## config.mk

```make
export PLATFORM = sky130hd
export DESIGN_NAME = rgbe_ctrl
export DESIGN_NICKNAME = d
export VERILOG_FILES = /design/src/rtl/rgbe_pkg.sv /design/src/rtl/rgbe_ctrl.sv
export SDC_FILE = /design/constraint.sdc
export NUM_CORES = 1
export LEC_CHECK = 0
export BUFFER_PORTS_ARGS = -buffer_cell sky130_fd_sc_hd__buf_2
export CAP_MARGIN = 20
export CORE_AREA = 2 2 39 41
export DETAILED_ROUTE_END_ITERATION = 8
export DIE_AREA = 0 0 41 43
export GPL_ROUTABILITY_DRIVEN = 0
export GPL_TIMING_DRIVEN = 0
export PLACE_DENSITY_LB_ADDON = 0.1
export REMOVE_ABC_BUFFERS = 1
export SYNTH_ARGS = -nofsm -noshare
export SYNTH_HDL_FRONTEND = slang
export SYNTH_SLANG_ARGS = --single-unit
```

## constraint.sdc

```tcl
create_clock -name clock -period 1.3 [get_ports clock]
set_clock_uncertainty 0.1 [all_clocks]
set_input_delay 0 -clock clock [delete_from_list [all_inputs] [get_ports clock]]
set_output_delay 0 -clock clock [all_outputs]
set_load 0.01 [all_outputs]
```

## src/rtl/rgbe_pkg.sv

```systemverilog
package rgbe_pkg;

   localparam int MaxWidthDefault = 4096;
   localparam int ExpBias         = 128 + 8;

   typedef enum logic [2:0] {
      ST_TAKEN   = 3'd0,
      ST_WAITING = 3'd1,
      ST_DONE    = 3'd2,
      ST_PIXEL   = 3'd3,
      ST_NOTHING = 3'd4
   } status_type;

   typedef enum logic [0:0] {
      CSR_WIDTH  = 1'b0,
      CSR_HEIGHT = 1'b1
   } csr_index_type;

   typedef enum logic [2:0] {
      S_IDLE,
      S_BYTE,
      S_RUN,
      S_READ,
      S_CONV,
      S_OUT
   } state_type;

   // controller -> datapath
   typedef struct packed {
      logic take_byte;
      logic run_step;
      logic drain_read;
      logic drain_conv;
      logic load_out;
      logic [2:0] out_status;
      logic restart;
   } cmd_type;

   // datapath -> controller
   typedef struct packed {
      logic row_ready;
      logic image_done;
      logic run_active;
   } sts_type;

   // exact single bits of (2m+1)*2^(e-137), zero when e is 0
   function automatic logic [31:0] to_single(input logic [7:0] m, input logic [7:0] e);
      logic [8:0]  v;
      logic [3:0]  p;
      int          top;
      logic [31:0] r;
      v = {m, 1'b1};
      p = 4'd0;
      for (int i = 1; i < 9; i++) begin
         if (v[i]) p = 4'(i);
      end
      top = int'(p) + int'(e) - (ExpBias + 1);
      if (e == 8'd0) begin
         r = 32'd0;
      end else if (top >= -126) begin
         r = {1'b0, 8'(top + 127), 23'((32'(v) << (5'd23 - 5'(p))) & 32'h7FFFFF)};
      end else begin
         r = 32'(v) << (int'(e) - (ExpBias + 1) + 149);
      end
      return r;
   endfunction

endpackage

```

## src/rtl/rgbe_ctrl.sv

```systemverilog
module rgbe_ctrl import rgbe_pkg::*; (
   input  logic       clock,
   input  logic       reset,
   input  logic       req_valid,
   output logic       req_stall,
   input  logic       req_kind,
   output logic       rsp_valid,
   input  logic       rsp_stall,
   input  sts_type    sts,
   input  logic       cfg_write,
   output cmd_type    cmd
);

   state_type state_ff, state_in;

   always_ff @(posedge clock) begin
      if (reset) begin
         state_ff <= S_IDLE;
      end else begin
         state_ff <= state_in;
      end
   end

   always_comb begin
      state_in = state_ff;
      case (state_ff)
         S_IDLE: begin
            if (req_valid) begin
               if (!req_kind) begin
                  state_in = S_BYTE;
               end else if (sts.row_ready) begin
                  state_in = S_READ;
               end else begin
                  state_in = S_OUT;
               end
            end
         end
         S_BYTE: state_in = sts.run_active ? S_RUN : S_OUT;
         S_RUN:  state_in = sts.run_active ? S_RUN : S_OUT;
         S_READ: state_in = S_CONV;
         S_CONV: state_in = S_OUT;
         S_OUT:  state_in = rsp_stall ? S_OUT : S_IDLE;
         default: state_in = S_IDLE;
      endcase
   end

   always_comb begin
      cmd = '0;
      req_stall = (state_ff != S_IDLE);
      rsp_valid = (state_ff == S_OUT);
      cmd.restart = cfg_write;
      case (state_ff)
         S_IDLE: begin
            if (req_valid) begin
               cmd.load_out = 1'b1;
               if (!req_kind) begin
                  if (sts.row_ready) begin
                     cmd.out_status = ST_WAITING;
                  end else if (sts.image_done) begin
                     cmd.out_status = ST_DONE;
                  end else begin
                     cmd.out_status = ST_TAKEN;
                     cmd.take_byte  = 1'b1;
                  end
               end else if (sts.row_ready) begin
                  cmd.out_status = ST_PIXEL;
                  cmd.load_out   = 1'b0;
               end else begin
                  cmd.out_status = ST_NOTHING;
               end
            end
         end
         S_BYTE:  cmd.run_step = sts.run_active;
         S_RUN:   cmd.run_step = sts.run_active;
         S_READ:  cmd.drain_read = 1'b1;
         S_CONV:  cmd.drain_conv = 1'b1;
         default: ;
      endcase
   end

endmodule

```

# Yosys cells after proc, flatten, opt, wreduce, memory -nomap -nowiden
# Index checks and enable logic that the tools add are counted.
# classes
eq_ne	6
muxes	22
reduce_logical	3
# ops
cell	n
$mux W3	7
$pmux W3 S5	1
$mux W1	10
$mux W4	2
$eq A3 B2 Y1 const B	2
$eq A3 B3 Y1 const B	2
$mux W2	2
$eq A3 B1 Y1 const B	1
$logic_not A3 Y1	1
$reduce_bool A3 Y1	1
$ne A2 B2 Y1 const B	1
$reduce_or A2 Y1	1
# word_totals
ff_bits	3
input_bits	9
output_inout_bits	11
wordCells	32

# Longest topological paths before layout
# Gate-level depths: netlist (run 1).
# depth
word_depth	5
depth_mapped	5
mapped_depth_nobuf	4

# Least setup slack after synthesis (run 1)
# OpenSTA, ideal clock, no wires.
# synth_timing
kind	reg2reg
startpoint	register state_ff[1]
endpoint	register state_ff[1]
setup_time_ns	0.059
arrival_time_ns	1.093
required_ns	1.141
slack_ns	0.048
path_stages_with_launch	5
path_buffers	1
period_less_slack_ns	1.252
cell_sequence	dfxtp_1 buf_4 xnor2_1 nor3b_1 o21ba_1
# synth_via
elab_chain_cells	3
word_cells_on_any_way	9
classes_between	eq/ne: 6; mux: 1; reduce/logical: 2
# synth_lines
item	line	source
start, declared	rgbe_ctrl.sv:14	state_type state_ff, state_in;
start signal, assigned	rgbe_ctrl.sv:20	state_ff <= state_in;
$eq A3 B2 Y1 / $eq A3 B1 Y1 (equally long branches)	rgbe_ctrl.sv:26	case (state_ff)
$reduce_or A2 Y1 (no source line)	--	
$pmux W3 S5	rgbe_ctrl.sv:26	
# Parallel ways exist; a longest one is shown, timed or not.
# A chain may end at the register's enable or synchronous reset.

==> results of run 1 <==
## area by class of cell
| cell class | instances | area (µm²) | share of cell area (%) |
|---|---|---|---|
| clock buffers | 4 | 26.3 | 5.34 |
| flip-flops and latches | 3 | 71.3 | 14.5 |
| multi-input cells | 28 | 205 | 41.7 |
| repair buffers | 26 | 158 | 32.1 |
| inverters | 3 | 11.3 | 2.29 |
| well taps | 16 | 20.0 | 4.07 |
## metal layers
metal | track usage, % | vias to the layer above | share of wire [%]
met3 | 3.14 | 0 | 4.1
met4 | 6.00 | 0 | 0
met5 | 0 | - | 0
met2 | 12.8 | 9 | 51
li1 | - | 186 | -
met1 | 10.6 | 149 | 44
## power by group
part | leakage, nW | internal (mW) | switching [mW]
logic | 0.213 | 0.318 | 0.269
registers | 0.0267 | 0.149 | 0.0719
clock network | 0.0150 | 0.115 | 0.0435
total | 0.255 | 0.582 | 0.384
## cells in the mapped netlist
| cell type | count | area (µm²) |
|---|---|---|
| xnor2_1 | 1 | 8.76 |
| dfxtp_1 | 3 | 60.1 |
| nor4_1 | 2 | 12.5 |
| a211oi_1 | 1 | 7.51 |
| and3_1 | 1 | 6.26 |
| a31oi_1 | 1 | 6.26 |
| buf_4 | 2 | 15.0 |
| nor2_1 | 3 | 11.3 |
| a21oi_1 | 3 | 15.0 |
| o21ba_1 | 1 | 10.0 |
| and2_1 | 1 | 6.26 |
| nand2_1 | 4 | 15.0 |
| nand2b_1 | 1 | 6.26 |
| nor3_2 | 1 | 10.0 |
| buf_6 | 1 | 11.3 |
| inv_1 | 3 | 11.3 |
| nor3b_1 | 1 | 7.51 |
| nor2b_1 | 2 | 12.5 |
| nor4b_1 | 2 | 17.5 |
| or2_1 | 1 | 6.26 |
| nand3b_1 | 1 | 7.51 |
| a211o_1 | 1 | 8.76 |
## critical path, stage by stage (launching register included)
cell and delay (ns):
dfxtp_4 0.35, nor3_4 0.24, nand2_2 0.11, nor4_2 0.13, buf_2 0.16
## stage by stage
| stage | cells | area [µm²] |
|---|---|---|
| 6_report | 80 | 492 |
| 5_1_grt | 80 | 492 |
| 4_1_cts | 74 | 420 |
| 3_5_place_dp | 67 | 352 |
| 3_3_place_gp | 67 | 352 |
| 2_1_floorplan | 34 | 246 |
## timing repair
action	4_1_cts	5_1_grt
endpoints found under the hold margin	3	0
setup endpoints to repair	8	7
gates resized for setup	6	8
hold buffers	2	0
pin swaps	1	5
buffers inserted	1	6
## kinds of logic after synthesis
kind of cell,after synthesis,synth area share [%]
flops,3,22.0
simple gates,20,43.6
xor+xnor,1,3.21
compound gates,7,17.4
buf+inv,6,13.8
## worst max path at each step
stage | end | cells past startpoint
floorplan | state_ff[1] | 3
global placement | state_ff[2] | 3
detailed placement | state_ff[2] | 3
CTS | cmd[8] | 4
global route | cmd[3] | 4
finish | cmd[8] | 4
==> results.ini, run 1 <==
[floorplan]
fp.dieH_um=43
initial_core_util_pct=19.7
die-width_um=41
pin_count=20
die_area_um2=1760
core_um2=1380
rows=14

[critical_path]
cp.required_ns=1.20
worstPathArrival_ns=1.22
r2r-start=state_ff[1]
cp-start-kind=flip-flop
critical_path.endpoint_type=output pin
path_class=flip-flop to output pin
rr_worst_depth=4
crit_path_start=state_ff[0]
r2r_slack_ns=0.01
critPathMaxFanout=5
rr_endpoint=state_ff[2]

[sta]
slew_viol_final=0
hold_slack_ns=0.0694
min_period_over_period_pct=102
grt_setup_unrepaired=true
tns_ns=-0.0226
setup_viol=2
setup_ws_ns=-0.0219
hold_viol_final=0
worst_pin_slew_ns=0.297
max_freq_mhz=756
max_slew_margin_pct=80.1
period_minus_slack_ns=1.32

[cells_and_area]
syn2layout_area_growth_pct=80.3
drive_gt1_share_pct=59.4
largest_registers=state_ff x3
final_common_cell=buf_2
largest_register=state_ff
largest_register_ffs=3
final_cell_mix=buf_2 (17), buf_4 (7)
final_core_utilization_pct=35.5
nets=74
antennaDiodeCount=0
fillers=151

[place]
numPortBuffers=17
dpl.hpwl_um=539
pre_cts_ws_ns=0.0452

[routing]
via_count=344
wl_per_cell_um=9.39
drt.antenna.violating_nets=0
drt_iter0_drc=3
firstDrtPassIters=2
vias_per_cell=4.30
wl_um=751
drc_errors=0

[run_status]
outcome=complete, but fails checks
violations=negative setup slack

[min_path]
hp-start=rsp_stall
worstHoldPathCells=4
hold_path.class=input port to flip-flop
hold_end=state_ff[0]

[logic_synthesis]
syn_avg_cell_area_um2=7.37
synth.distinct_cells=22
synth_seq_area_share_pct=22.0
yosysWarnings=0
netlist_instances=37
synth-seq-cells=3
netlist_area_um2=273

[grt]
antenna_found_initial=0
grt-ovfl-total=0
grt_max_degree=10
grt.total_usage_pct=8.93
grt_pass1_wl_um=1050
grt_pass1_vias=273

[clock_tree]
clkSlewWorstSetupHoldPaths_ns=0.04
numCtsBuffers=3
clock_latency_ns=0.23
cts_root_buffer=clkbuf_4
cts_max_level=1
cts_sinks=3
cts_tree=yes
clock_path_buffers=2

[run]
cap_violations=0

[power]
ir_drop_v=0.000722
p_leak_nw=0.255
p_total_uw=966
powerDensity_nw_per_um2=1970

Power figures use the tool's default switching activity.
==> run 2, diff against run 1 <==
--- a/config.mk
+++ b/config.mk
@@ -8,12 +8,14 @@
 export BUFFER_PORTS_ARGS = -buffer_cell sky130_fd_sc_hd__buf_2
 export CAP_MARGIN = 20
 export CORE_AREA = 2 2 39 41
+export CTS_CLUSTER_DIAMETER = 60
 export DETAILED_ROUTE_END_ITERATION = 8
 export DIE_AREA = 0 0 41 43
 export GPL_ROUTABILITY_DRIVEN = 0
 export GPL_TIMING_DRIVEN = 0
 export PLACE_DENSITY_LB_ADDON = 0.1
 export REMOVE_ABC_BUFFERS = 1
+export SLEW_MARGIN = 10
 export SYNTH_ARGS = -nofsm -noshare
 export SYNTH_HDL_FRONTEND = slang
 export SYNTH_SLANG_ARGS = --single-unit
==> constraint.sdc (replaced) <==
create_clock -name clock -period 1.4 [get_ports clock]
set_clock_uncertainty 0.1 [all_clocks]
set_input_delay 0 -clock clock [delete_from_list [all_inputs] [get_ports clock]]
set_output_delay 0 -clock clock [all_outputs]
set_load 0.01 [all_outputs]
==> run 2 against run 1 <==
  * Global-route usage unchanged
  * The run now ends clean
  * Largest cell class unchanged
  * Critical path type unchanged
  * Critical endpoint unchanged
  * Critical path depth unchanged
  * Cell area down 8.1%
  * Highest routed layer unchanged
==> results.ini, run 2 (synthesis gave the netlist of run 1 again) <==
[run_status]
outcome=completed  ; was complete, but fails checks

[place]
numPortBuffers=17  ; unchanged
dpl.hpwl_um=539  ; unchanged
pre_cts_ws_ns=0.145  ; was 0.0452 ns

[floorplan]
pin_count=20  ; unchanged
die-width_um=41  ; unchanged
die_area_um2=1760  ; unchanged
core_um2=1380  ; unchanged
rows=14  ; unchanged
initial_core_util_pct=19.7  ; unchanged
fp.dieH_um=43  ; unchanged

[cells_and_area]
multi_input_area_um2=190  ; was 205 µm²
final_core_utilization_pct=32.6  ; was 35.5%
syn2layout_area_growth_pct=65.6  ; was 80.3%
final_cell_mix=buf_2 (17), buf_4 (4)  ; was buf_2 (17), buf_4 (7)
drive_gt1_share_pct=49.2  ; was 59.4%
largest_register=state_ff  ; unchanged
regArea_um2=68.8  ; was 71.3 µm²
fillers=148  ; was 151
largest_registers=state_ff x3  ; unchanged
antennaDiodeCount=0  ; unchanged
final_common_cell=buf_2  ; unchanged
largest_register_ffs=3  ; unchanged
nets=71  ; was 74

[min_path]
hold_end=state_ff[0]  ; unchanged
worstHoldPathCells=4  ; unchanged
hold_path.class=input port to flip-flop  ; unchanged
hp-start=rsp_stall  ; unchanged

[critical_path]
critPathMaxFanout=6  ; was 5
rr_endpoint=state_ff[2]  ; unchanged
cp-start-kind=flip-flop  ; unchanged
slowest_delay_ns=0.36  ; was 0.35 ns
cp.required_ns=1.30  ; was 1.20 ns
worstPathArrival_ns=1.21  ; was 1.22 ns
crit_family=simple AND/OR/NAND/NOR gates  ; unchanged
critPathSlowestCell=dfxtp_4  ; unchanged
rr_worst_depth=4  ; unchanged
critical_path_buf_inv_count=1  ; unchanged
path_class=flip-flop to output pin  ; unchanged
r2r_slack_ns=0.16  ; was 0.01 ns
r2r-start=state_ff[0]  ; was state_ff[1]
critical_path.endpoint_type=output pin  ; unchanged
path_cells=nor3_4, nand2_2, nor4_2, buf_2  ; unchanged

[power]
internal_power_uw=492  ; was 582 µW
p_sw_share_pct=40.0  ; was 39.8%
pwr-share-comb_pct=56.7  ; was 60.8%
powerDensity_nw_per_um2=1820  ; was 1970 nW/µm²
p_leak_nw=0.238  ; was 0.255 nW
pwr-share-seq_pct=25.5  ; was 22.9%
ir_drop_v=0.000675  ; was 0.000722 V
p_clk_share_pct=17.8  ; was 16.4%
p_sw_uw=328  ; was 384 µW

[routing]
firstDrtPassIters=2  ; unchanged
wl_per_cell_um=9.18  ; was 9.39 µm
vias_per_cell=4.38  ; was 4.30
drc_errors=0  ; unchanged
wl_um=707  ; was 751 µm
drt.antenna.violating_nets=0  ; unchanged
drt_iter0_drc=5  ; was 3
via_count=337  ; was 344

[run]
cap_violations=0  ; unchanged

[sta]
worst_pin_slew_ns=0.288  ; was 0.297 ns
min_period_over_period_pct=93.4
hold_slack_ns=0.0890  ; was 0.0694 ns
setup_ws_ns=0.0919  ; was -0.0219 ns
tns_ns=0  ; was -0.0226 ns
grt_setup_unrepaired=true  ; unchanged
max_slew_margin_pct=80.7  ; was 80.1%
slew_viol_final=0  ; unchanged
period_minus_slack_ns=1.31
setup_viol=0  ; was 2
max_freq_mhz=764
hold_viol_final=0  ; unchanged

[clock_tree]
cts_root_buffer=clkbuf_4  ; unchanged
cts_tree=yes  ; unchanged
clock_path_buffers=2  ; unchanged
clock_latency_ns=0.23  ; about the same
cts_max_level=1  ; unchanged
cts_sinks=3  ; unchanged
clkSlewWorstSetupHoldPaths_ns=0.04  ; about the same
numCtsBuffers=3  ; unchanged

[grt]
grt_max_degree=10  ; unchanged
grt_pass1_wl_um=1050  ; unchanged
grt.total_usage_pct=8.93  ; unchanged
grt_pass1_vias=273  ; unchanged
antenna_found_initial=0  ; unchanged
grt-ovfl-total=0  ; unchanged

==> run 2: final cells by class <==
cell class / instances / area share (%)
Clock buffer: 4 / 5.82
Inverter: 3 / 2.49
Multi-Input combinational cell: 28 / 42.1
Sequential cell: 3 / 15.2
Tap cell: 16 / 4.43
Timing Repair Buffer: 23 / 29.9
==> run 2: routing by layer <==
| metal | wire, µm | up-vias | GRT usage (%) | share of wire (%) |
|---|---|---|---|---|
| li1 | - | 180 | - | - |
| met1 | 311 | 148 | 10.6 | 44 |
| met2 | 364 | 9 | 12.8 | 51 |
| met3 | 31 | 0 | 3.14 | 4.4 |
| met4 | 0 | 0 | 6.00 | 0 |
| met5 | 0 | - | 0 | 0 |
==> run 2: power by group through the flow <==
stage / sequential, mW / clock [mW] / combinational, mW
after floorplan: 0.176 / 0 / 0.237
after global placement: 0.196 / 0 / 0.355
after detailed placement: 0.195 / 0 / 0.352
after CTS: 0.212 / 0.155 / 0.402
after global routing: 0.218 / 0.164 / 0.513
final: 0.209 / 0.146 / 0.465
==> run 2: worst max-delay path by stage <==
stage,startpoint,to,slack [ns],cells past startpoint
after floorplan,state_ff[0],state_ff[1],0.15,3
after global placement,state_ff[0],state_ff[2],0.09,3
after detailed placement,state_ff[0],state_ff[2],0.15,3
after CTS,state_ff[2],cmd[8],0.02,4
after global routing,state_ff[0],cmd[3],-0.04,4
final,state_ff[0],cmd[8],0.09,4
==> run 2: what timing repair did <==
action / in CTS / in global routing
endpoints found under the setup margin: 5 / 2
buffers inserted: 1 / 3
endpoints found under the hold margin: 3 / 0
resized for setup: 4 / 4
hold buffers: 2 / 0
pin swaps: 1 / 4
==> run 2: worst min-delay path, cell delays in order <==
cell      delay, ns
buf_2          0.07
nand2b_1       0.09
a211oi_1       0.08
a21oi_1        0.13
==> run 2: stage by stage <==
stage / total power [mW] / area [µm²] / cells
2_1_floorplan: 0.413 / 246 / 34
3_3_place_gp: 0.551 / 352 / 67
3_5_place_dp: 0.547 / 352 / 67
4_1_cts: 0.768 / 415 / 74
5_1_grt: 0.894 / 452 / 77
6_report: 0.820 / 452 / 77
==> run 3, diff against run 2 <==
--- a/config.mk
+++ b/config.mk
@@ -5,7 +5,7 @@
 export SDC_FILE = /design/constraint.sdc
 export NUM_CORES = 1
 export LEC_CHECK = 0
-export BUFFER_PORTS_ARGS = -buffer_cell sky130_fd_sc_hd__buf_2
+export BUFFER_PORTS_ARGS = -buffer_cell sky130_fd_sc_hd__clkbuf_2
 export CAP_MARGIN = 20
 export CORE_AREA = 2 2 39 41
 export CTS_CLUSTER_DIAMETER = 60
==> run 3 against run 2 <==
  * Register-to-register slack about the same
  * Sequential power about the same
  * Routed wire length decreased by 1.4%
  * Largest cell class unchanged
  * Critical endpoint unchanged
  * Critical path type unchanged
==> results.ini, run 3 (synthesis gave the netlist of run 1 again) <==
[routing]
via_count=329  ; was 337
firstDrtPassIters=1  ; was 2
vias_per_cell=4.33  ; was 4.38
wl_um=697  ; was 707 µm
wl_per_cell_um=9.17  ; was 9.18 µm
drt_iter0_drc=0  ; was 5
drt.antenna.violating_nets=0  ; unchanged
drc_errors=0  ; unchanged

[clock_tree]
cts_max_level=1  ; unchanged
numCtsBuffers=3  ; unchanged
clock_path_buffers=2  ; unchanged
cts_root_buffer=clkbuf_4  ; unchanged
cts_tree=yes  ; unchanged
cts_sinks=3  ; unchanged
clkSlewWorstSetupHoldPaths_ns=0.04  ; about the same
clock_latency_ns=0.23  ; about the same

[cells_and_area]
fin_cells=76  ; was 77
final_core_utilization_pct=32.1  ; was 32.6%
drive_gt1_share_pct=48.3  ; was 49.2%
largest_register=state_ff  ; unchanged
nets=70  ; was 71
antennaDiodeCount=0  ; unchanged
largest_register_ffs=3  ; unchanged
largest_registers=state_ff x3  ; unchanged
final_common_cell=clkbuf_2  ; was buf_2
syn2layout_area_growth_pct=62.8  ; was 65.6%

[power]
ir_drop_v=0.000774  ; was 0.000675 V
p_total_uw=794  ; was 820 µW
powerDensity_nw_per_um2=1790  ; was 1820 nW/µm²
p_leak_nw=0.230  ; was 0.238 nW

[critical_path]
path_class=flip-flop to output pin  ; unchanged
critPathMaxFanout=6  ; unchanged
cp.required_ns=1.30  ; about the same
r2r_slack_ns=0.16  ; about the same
critical_path.endpoint_type=output pin  ; unchanged
cp-start-kind=flip-flop  ; unchanged
worstPathArrival_ns=1.21  ; about the same
rr_worst_depth=4  ; unchanged

[min_path]
hold_path.class=input port to flip-flop  ; unchanged
worstHoldPathCells=4  ; unchanged

[floorplan]
fp.dieH_um=43  ; unchanged
die-width_um=41  ; unchanged
initial_core_util_pct=19.7  ; unchanged
die_area_um2=1760  ; unchanged
core_um2=1380  ; unchanged
rows=14  ; unchanged
pin_count=20  ; unchanged

[sta]
slew_viol_final=0  ; unchanged
grt_setup_unrepaired=true  ; unchanged
min_period_over_period_pct=93.8  ; was 93.4%
hold_viol_final=0  ; unchanged
max_freq_mhz=761  ; was 764 MHz
worst_pin_slew_ns=0.277  ; was 0.288 ns
max_slew_margin_pct=81.3  ; was 80.7%
setup_viol=0  ; unchanged
period_minus_slack_ns=1.31  ; about the same
tns_ns=0  ; unchanged

[grt]
antenna_found_initial=0  ; unchanged
grt_pass1_wl_um=979  ; was 1050 µm
grt.total_usage_pct=8.43  ; was 8.93%
grt_pass1_vias=266  ; was 273
grt-ovfl-total=0  ; unchanged
grt_max_degree=10  ; unchanged

[run]
cap_violations=0  ; unchanged

[run_status]
outcome=completed  ; unchanged

[place]
dpl.hpwl_um=538  ; was 539 µm
placed_cells=67  ; unchanged
numPortBuffers=17  ; unchanged

-- run 3: cell types whose count changed in the layout (fill, tap and decap cells not counted), sizes merged --
cell    change
clkbuf     +15
buf        -16
-- run 3: layout make-up --
type                       instances  area, µm²
clock buffer                       4       26.3
fill                             153        940
inverter                           3       11.3
multi-input combinational         28        190
sequential                         3       68.8
tap                               16       20.0
timing repair buffer              22        128
-- run 3: routing by layer --
metal / GRT usage [%] / vias up / wire, µm
met1: 9.65 / 146 / 314
met3: 3.14 / 0 / 31
met2: 12.2 / 9 / 352
li1: - / 174 / -
met5: 0 / - / 0
met4: 6.00 / 0 / 0
-- run 3: path summary, 6_finish.rpt --
kind	startpoint	to
worst max register to register	state_ff[0]	state_ff[2]
worst max-delay path	state_ff[0]	cmd[8]
worst min register to register	state_ff[0]	state_ff[0]
worst min-delay path	rsp_stall	state_ff[0]
-- run 3: worst max-delay path, cell delays in order (launching register included) --
cell and delay (ns):
dfxtp_4 0.36, nor3_4 0.24, nand2_2 0.10, nor4_2 0.13, buf_2 0.16
-- run 3: repair_timing --
item                       4_1_cts  5_1_grt
gates resized for setup          4        6
setup buffers                    0        3
hold endpoints to repair         3        0
hold buffers                     2        0
pin swaps                        1        4
setup endpoints to repair        5        5
-- run 3: where the power goes --
group,switching (mW),total (mW),leakage (nW),internal [mW]
Sequential,0.0758,0.211,0.0264,0.135
Clock,0.0427,0.149,0.0150,0.107
Combinational,0.210,0.434,0.189,0.223
-- run 3: metrics by stage --
step	hold slack [ns]	area [µm²]	worst slack, ns
global placement	-0.0999	352	0.0909
global route	0.107	444	-0.0180
finish	0.0844	444	0.0866
CTS	0.0440	408	-0.0155
floorplan	-0.100	246	0.146
detailed placement	-0.0999	352	0.140
